==> config.mk <==
export PLATFORM = sky130hd
export DESIGN_NAME = modbus_tcp_frame_parser_top
export DESIGN_NICKNAME = d
export VERILOG_FILES = /design/src/rtl/mtfp_pkg.sv /design/src/rtl/modbus_tcp_frame_parser_top.sv
export SDC_FILE = /design/constraint.sdc
export NUM_CORES = 1
export LEC_CHECK = 0
export BUFFER_PORTS_ARGS = -buffer_cell sky130_fd_sc_hd__buf_2
export CAP_MARGIN = 5
export CORE_ASPECT_RATIO = 2
export CORE_MARGIN = 4
export CORE_UTILIZATION = 45
export DETAILED_ROUTE_END_ITERATION = 16
export PLACE_DENSITY_LB_ADDON = 0.2
export SLEW_MARGIN = 10
export SYNTH_ARGS = -nofsm -noshare
export SYNTH_HDL_FRONTEND = slang
export SYNTH_SLANG_ARGS = --single-unit
export TNS_END_PERCENT = 1
==> constraint.sdc <==
create_clock -name i_clk -period 8.7 [get_ports i_clk]
set_input_delay 0 -clock i_clk [delete_from_list [all_inputs] [get_ports i_clk]]
set_output_delay 0 -clock i_clk [all_outputs]
set_load 0.05 [all_outputs]
==> src/rtl/mtfp_pkg.sv <==
`timescale 1ns / 1ps
`default_nettype none

package mtfp_pkg;

    // Function codes that the parser decodes.
    localparam logic [7:0] FC_READ_COILS      = 8'h01;
    localparam logic [7:0] FC_READ_INPUTS     = 8'h02;
    localparam logic [7:0] FC_READ_HOLDING    = 8'h03;
    localparam logic [7:0] FC_READ_INPUT_REGS = 8'h04;
    localparam logic [7:0] FC_WRITE_COIL      = 8'h05;
    localparam logic [7:0] FC_WRITE_REG       = 8'h06;
    localparam logic [7:0] FC_READ_EXC_STATUS = 8'h07;
    localparam logic [7:0] FC_WRITE_COILS     = 8'h0F;
    localparam logic [7:0] FC_WRITE_REGS      = 8'h10;

    localparam logic [15:0] COIL_ON_VALUE     = 16'hFF00;
    localparam logic [7:0]  DIAG_FAULT_VALUE  = 8'hFF;

    // Minimum frame: MBAP header plus function code.
    localparam logic [16:0] MIN_FRAME_BYTES   = 17'd8;
    localparam logic [16:0] MBAP_PREFIX_BYTES = 17'd6;
    localparam logic [16:0] FIRST_DATA_POS    = 17'd9;

    localparam logic [1:0] ST_OK           = 2'd0;
    localparam logic [1:0] ST_TOO_SHORT    = 2'd1;
    localparam logic [1:0] ST_BAD_PROTOCOL = 2'd2;
    localparam logic [1:0] ST_LEN_MISMATCH = 2'd3;

    localparam logic [1:0] CLASS_OFF_NORMAL = 2'd0;
    localparam logic [1:0] CLASS_ON_FAULT   = 2'd1;
    localparam logic [1:0] CLASS_UNKNOWN    = 2'd2;

    localparam logic KIND_ELEMENT = 1'b0;
    localparam logic KIND_SUMMARY = 1'b1;

    typedef struct packed {
        logic        record_kind;
        logic [1:0]  status;
        logic [15:0] transaction_id;
        logic [15:0] pdu_length;
        logic [7:0]  unit_id;
        logic [7:0]  function_code;
        logic [7:0]  exception_code;
        logic [15:0] address;
        logic [15:0] value;
        logic [15:0] data_length;
        logic [1:0]  value_class;
        logic        last;
    } t_rec;

endpackage

`default_nettype wire

==> src/rtl/modbus_tcp_frame_parser_top.sv <==
`timescale 1ns / 1ps
`default_nettype none

// Modbus TCP frame parser. Frame bytes enter on the input channel
// (i_in_valid / o_in_stall), one byte per beat, with i_frame_end set on the
// last byte of each frame. Records leave on the output channel
// (o_out_valid / i_out_stall), one record per beat.
// A coil byte (codes 1 and 2) or a completed register word (codes 3 and 4)
// gives a provisional element record; the frame_end byte gives a summary
// record with status and decoded fields, after any element record of the
// same byte. o_last marks the final record caused by one input byte.
// A record is registered into the queue when its byte is accepted.
// Throughput: one byte per cycle while o_in_stall is low; all decoding
// is one combinational pass from the capture registers into a four-entry
// record queue. A byte that yields two records occupies two queue slots,
// so a run of such bytes is limited by the one-record-per-cycle output
// port. o_in_stall is high while fewer than two queue slots are free, so the
// receiver stalling for long fills the queue and then holds off the input.
// Reset clears the frame capture state, the byte counter and the queue.

module modbus_tcp_frame_parser_top
    import mtfp_pkg::*;
(
    input  wire logic        i_clk,
    input  wire logic        i_rst_n,
    input  wire logic        i_in_valid,
    output logic             o_in_stall,
    input  wire logic [7:0]  i_data_byte,
    input  wire logic        i_frame_end,
    output logic             o_out_valid,
    input  wire logic        i_out_stall,
    output logic             o_record_kind,
    output logic [1:0]       o_status,
    output logic [15:0]      o_transaction_id,
    output logic [15:0]      o_pdu_length,
    output logic [7:0]       o_unit_id,
    output logic [7:0]       o_function_code,
    output logic [7:0]       o_exception_code,
    output logic [15:0]      o_address,
    output logic [15:0]      o_value,
    output logic [15:0]      o_data_length,
    output logic [1:0]       o_value_class,
    output logic             o_last
);

    localparam logic [16:0] POS_MAX = '1;

    // Frame capture state.
    logic [16:0] r_pos, n_pos;
    logic [15:0] r_trans, n_trans;
    logic [15:0] r_proto, n_proto;
    logic [15:0] r_len, n_len;
    logic [7:0]  r_unit, n_unit;
    logic [7:0]  r_func, n_func;
    logic [7:0]  r_fpay, n_fpay;
    logic [15:0] r_addr, n_addr;
    logic [15:0] r_word, n_word;
    logic [7:0]  r_pend, n_pend;
    logic [7:0]  r_elem, n_elem;

    // Record queue.
    t_rec       r_q [4];
    logic [1:0] r_wr_ptr;
    logic [1:0] r_rd_ptr;
    logic [2:0] r_count;

    logic        in_acc;
    logic        out_acc;
    logic        emit;
    logic [16:0] off;
    logic [15:0] elem_value;
    logic [1:0]  st;
    logic [2:0]  push_n;
    t_rec        rec_elem;
    t_rec        rec_sum;
    t_rec        head;

    assign o_in_stall  = (r_count > 3'd2);
    assign o_out_valid = (r_count != 3'd0);
    assign in_acc      = i_in_valid && !o_in_stall;
    assign out_acc     = o_out_valid && !i_out_stall;

    always_comb begin
        n_trans = r_trans;
        n_proto = r_proto;
        n_len   = r_len;
        n_unit  = r_unit;
        n_func  = r_func;
        n_fpay  = r_fpay;
        n_addr  = r_addr;
        n_word  = r_word;
        n_pend  = r_pend;

        case (r_pos)
            17'd0, 17'd1: n_trans = {r_trans[7:0], i_data_byte};
            17'd2, 17'd3: n_proto = {r_proto[7:0], i_data_byte};
            17'd4, 17'd5: n_len   = {r_len[7:0], i_data_byte};
            17'd6:        n_unit  = i_data_byte;
            17'd7:        n_func  = i_data_byte;
            17'd8: begin
                n_fpay = i_data_byte;
                n_addr = {i_data_byte, 8'd0};
            end
            17'd9:        n_addr  = {r_addr[15:8], i_data_byte};
            17'd10:       n_word  = {i_data_byte, 8'd0};
            17'd11:       n_word  = {r_word[15:8], i_data_byte};
            default:      ;
        endcase

        // Element records: offset counts from the first data byte (byte 9).
        off        = r_pos - FIRST_DATA_POS;
        emit       = 1'b0;
        elem_value = 16'd0;
        if (r_pos >= FIRST_DATA_POS) begin
            if (n_func == FC_READ_COILS || n_func == FC_READ_INPUTS) begin
                if (off < {9'd0, n_fpay}) begin
                    emit       = 1'b1;
                    elem_value = {8'd0, i_data_byte};
                end
            end else if (n_func == FC_READ_HOLDING || n_func == FC_READ_INPUT_REGS) begin
                if (!off[0]) begin
                    n_pend = i_data_byte;
                end else if (off[16:1] < {9'd0, n_fpay[7:1]}) begin
                    emit       = 1'b1;
                    elem_value = {r_pend, i_data_byte};
                end
            end
        end
        n_elem = emit ? r_elem + 8'd1 : r_elem;

        n_pos = (r_pos != POS_MAX) ? r_pos + 17'd1 : r_pos;

        rec_elem                = '0;
        rec_elem.record_kind    = KIND_ELEMENT;
        rec_elem.transaction_id = n_trans;
        rec_elem.pdu_length     = n_len;
        rec_elem.unit_id        = n_unit;
        rec_elem.function_code  = n_func;
        rec_elem.address        = {8'd0, r_elem};
        rec_elem.value          = elem_value;
        rec_elem.last           = !i_frame_end;

        if (n_pos < MIN_FRAME_BYTES) begin
            st = ST_TOO_SHORT;
        end else if (n_proto != 16'd0) begin
            st = ST_BAD_PROTOCOL;
        end else if (n_pos != MBAP_PREFIX_BYTES + {1'b0, n_len}) begin
            st = ST_LEN_MISMATCH;
        end else begin
            st = ST_OK;
        end

        rec_sum                = '0;
        rec_sum.record_kind    = KIND_SUMMARY;
        rec_sum.status         = st;
        rec_sum.transaction_id = n_trans;
        rec_sum.pdu_length     = n_len;
        rec_sum.unit_id        = n_unit;
        rec_sum.function_code  = n_func;
        rec_sum.last           = 1'b1;
        if (st == ST_OK) begin
            if (n_func[7]) begin
                rec_sum.exception_code = n_fpay;
            end else begin
                unique case (n_func) inside
                    FC_READ_COILS, FC_READ_INPUTS: begin
                        rec_sum.data_length = {5'd0, n_fpay, 3'd0};
                    end
                    FC_READ_HOLDING, FC_READ_INPUT_REGS: begin
                        rec_sum.data_length = {9'd0, n_fpay[7:1]};
                    end
                    FC_WRITE_COIL: begin
                        rec_sum.address     = n_addr;
                        rec_sum.value       = n_word;
                        rec_sum.value_class = (n_word == COIL_ON_VALUE) ?
                                              CLASS_ON_FAULT : CLASS_OFF_NORMAL;
                    end
                    FC_WRITE_REG: begin
                        rec_sum.address = n_addr;
                        rec_sum.value   = n_word;
                    end
                    FC_READ_EXC_STATUS: begin
                        rec_sum.value = {8'd0, n_fpay};
                        if (n_fpay == 8'd0) begin
                            rec_sum.value_class = CLASS_OFF_NORMAL;
                        end else if (n_fpay == DIAG_FAULT_VALUE) begin
                            rec_sum.value_class = CLASS_ON_FAULT;
                        end else begin
                            rec_sum.value_class = CLASS_UNKNOWN;
                        end
                    end
                    FC_WRITE_COILS, FC_WRITE_REGS: begin
                        rec_sum.address     = n_addr;
                        rec_sum.data_length = n_word;
                    end
                    default: ;
                endcase
            end
        end

        push_n = in_acc ? ({2'd0, emit} + {2'd0, i_frame_end}) : 3'd0;
    end

    always_ff @(posedge i_clk) begin
        if (!i_rst_n) begin
            r_pos    <= '0;
            r_trans  <= '0;
            r_proto  <= '0;
            r_len    <= '0;
            r_unit   <= '0;
            r_func   <= '0;
            r_fpay   <= '0;
            r_addr   <= '0;
            r_word   <= '0;
            r_pend   <= '0;
            r_elem   <= '0;
            r_wr_ptr <= '0;
            r_rd_ptr <= '0;
            r_count  <= '0;
        end else begin
            if (in_acc) begin
                r_pend <= n_pend;
                if (i_frame_end) begin
                    r_pos   <= '0;
                    r_trans <= '0;
                    r_proto <= '0;
                    r_len   <= '0;
                    r_unit  <= '0;
                    r_func  <= '0;
                    r_fpay  <= '0;
                    r_addr  <= '0;
                    r_word  <= '0;
                    r_elem  <= '0;
                end else begin
                    r_pos   <= n_pos;
                    r_trans <= n_trans;
                    r_proto <= n_proto;
                    r_len   <= n_len;
                    r_unit  <= n_unit;
                    r_func  <= n_func;
                    r_fpay  <= n_fpay;
                    r_addr  <= n_addr;
                    r_word  <= n_word;
                    r_elem  <= n_elem;
                end
            end
            r_wr_ptr <= r_wr_ptr + push_n[1:0];
            if (out_acc) begin
                r_rd_ptr <= r_rd_ptr + 2'd1;
            end
            r_count <= r_count + push_n - {2'd0, out_acc};
        end
    end

    // Queue payload: an element record always goes ahead of the summary.
    always_ff @(posedge i_clk) begin
        if (in_acc) begin
            if (emit) begin
                r_q[r_wr_ptr] <= rec_elem;
                if (i_frame_end) begin
                    r_q[r_wr_ptr + 2'd1] <= rec_sum;
                end
            end else if (i_frame_end) begin
                r_q[r_wr_ptr] <= rec_sum;
            end
        end
    end

    assign head             = r_q[r_rd_ptr];
    assign o_record_kind    = head.record_kind;
    assign o_status         = head.status;
    assign o_transaction_id = head.transaction_id;
    assign o_pdu_length     = head.pdu_length;
    assign o_unit_id        = head.unit_id;
    assign o_function_code  = head.function_code;
    assign o_exception_code = head.exception_code;
    assign o_address        = head.address;
    assign o_value          = head.value;
    assign o_data_length    = head.data_length;
    assign o_value_class    = head.value_class;
    assign o_last           = head.last;

endmodule

`default_nettype wire

==> impl_results.md <==
* First-pass GRT wire length at 135400 um
* Worst min-delay path category: in2reg
* Post-synthesis sequential area ratio at 0.5554
* Area delta synth->final at 10.57%
* WP data arrival at 7.66 ns
* Post-DRT Antenna Nets at 0
* Clk buf depth at 3
* Period minus WS final at 7.390 ns
* Relative slew slack at 0.1681
* EDFF count, synth at 432
* H-tree Lvls at 2
* Clock Tree Root: clkbuf_16
* Num CTS Buffers at 51
* Hold Worst Slack at 0.04607 ns
* Worst-case clock skew at 0.03407 ns
* Commonest non-fill, non-tap cell in the layout: edfxtp_1
* Met3 Resource Use GR at 0.02838
* Async S/R FF share, synth at 0
* Hold Vio Cnt, Final at 0
* Antenna violations before repair at 0
* Largest net degree at the start of global routing at 83
* Die width at 187.2 um
* Die ar. at 68610 um2
* Clock Sink Count at 586
* Worst slew pin tran at 1.243 ns
* Final worst path period share at 0.8494
* Seq cells post-synth at 586
* RSZ-0062 raised after global routing: no
* Class of the most critical setup path: reg2reg
* DP Wirelength at 60650 um
* Setup violators final at 0
* WP data required at 8.97 ns
* DRT Pass-1 Iters at 6
* Max frequency at 0.1353 GHz
* Mapped Nets at 2499
* Initial Util at 0.4534
* # diodes at 0
* Drt initial violations at 1844
* Grt ovf at 0
* Cell Rows at 131
* Cell variety after synth at 79
* Final WL at 91400 um
* Via count at 20801
* Bufs and invs on worst path at 4
* GR peak layer: met2
* Status: completed
* WHS Path Cells at 4
* CP top delay family: simple AND/OR/NAND/NOR gates
* Final #Nets at 2533
* Commonest cells after routing, fill and taps aside: edfxtp_1, nor2_1, nand2_1, dfxtp_1, buf_2
* CP Cell Sequence: or4_1, nor4_4, and2_1, nand2_1, nand2_1, clkinv_1, ha_1, a21oi_1, maj3_1, mux2i_1, a211oi_1, o211ai_1, ha_1, inv_1, a41oi_2, and3_1, nor2_4, inv_4, buf_4
* Ports at 125
* Slowest cell on crit path: and3_1
* CTS clk-pin slew, worst paths at 0.07 ns
* Startpoint types: flop
* Syn Inst Count at 2465
* Vias in the first global route at 21114
* Top-area cell type share of the netlist area at 0.4487
* Crit. path cell count at 19
* Die height at 366.4 um
* Synth area leader: edfxtp_1
* Final RePlAce weighted congestion at 0.9508
* Main flop type after synthesis: edfxtp_1
* WL/cell at 27.36 um
* Total track usage at 0.2586
* Synth top area cells: edfxtp_1, dfxtp_1, mux4_2
* Latest clock arrival within the worst-skew pair at 0.62 ns
* Core footprint at 63760 um2
* Max Fanout on Critical Path at 24
* Synth warn at 0
* PD cells at 232.5 nW/um2
* Pleak at 0.01011 uW
* Share of post-route cells with drive strength above 1 at 0.1758
* TritonCTS clock tree: built
* Vias per inst at 6.228
* CTS resizes at 0
* Count of buffers from port buffering at 124
* GRT met2 Usage at 0.4803
* GRT met1 Usage at 0.2836
* Final Max Slew Viols at 0
* Setup TNS at 0 ns
* Max Cap Violations at 0
* Synthesized cell area at 28910 um2
* Syn_area_per_cell at 11.73 um2
* Fillcell total at 5579
* Worst setup EP type: flop
* Reg2reg path depth at 19
* Crit path largest cell delay at 0.78 ns
* Remaining DRCs at 0
* Peak VDD IR at 224.7 uV
## per-layer routing
metal	vias to the layer above	part of all wire
li1	9265	-
met1	10451	0.35
met2	845	0.54
met3	240	0.049
met4	0	0.065
met5	-	0
## tightest hold or removal path, cell delays in order
cell and delay (ns):
buf_2 0.09, buf_4 0.26, mux2i_1 0.18, nor2b_1 0.06
## report_power, final
group | internal (uW) | switching (uW)
registers | 3090 | 82.0
logic | 545 | 1360
clock network | 1290 | 1070
## state kept, by name (all words and copies together) (netlist names), named ones only
register,cells
r_q,440
r_pos,17
r_addr,16
r_len,16
r_proto,16
r_trans,16
r_word,16
r_elem,8
r_fpay,8
r_func,8
r_pend,8
r_unit,8
r_count,3
r_rd_ptr,2
r_wr_ptr,2
## worst paths after layout
path | startpoint | end | slack, ns
worst min-delay path | i_data_byte[7] | r_pend[7] | 0.05
worst max-delay path | r_pos[8] | r_q[0][40] | 1.31
worst max register to register | r_pos[8] | r_q[0][40] | 1.31
worst min register to register | r_q[1][109] | r_q[1][109] | 0.45
## area by class of cell
class	count	area, um2	area share
Clock buffer	64	1378	0.04310
Sequential cell	586	16060	0.5025
Tap cell	798	998.5	0.03124
Timing Repair Buffer	190	1236	0.03867
Multi-Input combinational cell	1639	11820	0.3699
Inverter	31	126.4	0.003953
Clock inverter	32	340.3	0.01065
## through the flow
stage | cells | area (um2) | utilization | worst slack (ns) | total power, uW
4_1_cts | 3340 | 31960 | 0.5013 | 1.330 | 7497
5_1_grt | 3340 | 31960 | 0.5013 | 0.8737 | 7678
3_5_place_dp | 3237 | 30180 | 0.4733 | 1.353 | 5161
3_3_place_gp | 3237 | 30180 | 0.4733 | 1.491 | 5151
6_report | 3340 | 31960 | 0.5013 | 1.310 | 7431
2_1_floorplan | 2465 | 28910 | - | 1.035 | 4638
## cells in the mapped netlist, types with 6 or more instances
cell,n
a21boi_0,13
nor2_1,329
xor2_1,27
a31oi_1,11
mux2i_1,64
and2_1,89
edfxtp_1,432
buf_2,23
a22oi_1,70
and3_1,19
mux4_2,110
or4_1,6
o31ai_1,31
a31o_2,7
o32ai_1,38
a21o_1,13
buf_1,25
o21ai_0,79
a21oi_1,44
or3_1,13
buf_6,16
ha_1,20
a32o_1,20
mux2_2,7
o211ai_1,10
nor3_2,21
and4_1,8
inv_1,22
nor3_1,100
nand4_1,29
xnor2_1,35
dfxtp_1,154
nor4_1,15
o21a_1,7
clkbuf_1,141
nand2_1,165
a22o_1,19
clkinv_1,7
nand3_1,66
nor2b_1,70
## timing repair
item	in CTS	in global routing
setup endpoints to repair	0	0
hold buffers	7	0
endpoints found under the hold margin	75	0
buffers inserted	0	0
## cell families after synthesis
| group | share of synthesized area |
|---|---|
| AND/OR/NAND/NOR | 0.1676 |
| flip-flops | 0.5554 |
| AO/OA/AOI/OAI | 0.1003 |
| buffers and inverters | 0.03683 |
| multiplexers | 0.1111 |
| XOR/XNOR | 0.01878 |
| adder cells (fa/ha/maj) | 0.01004 |
No activity file was read; power rests on OpenSTA's default activity.
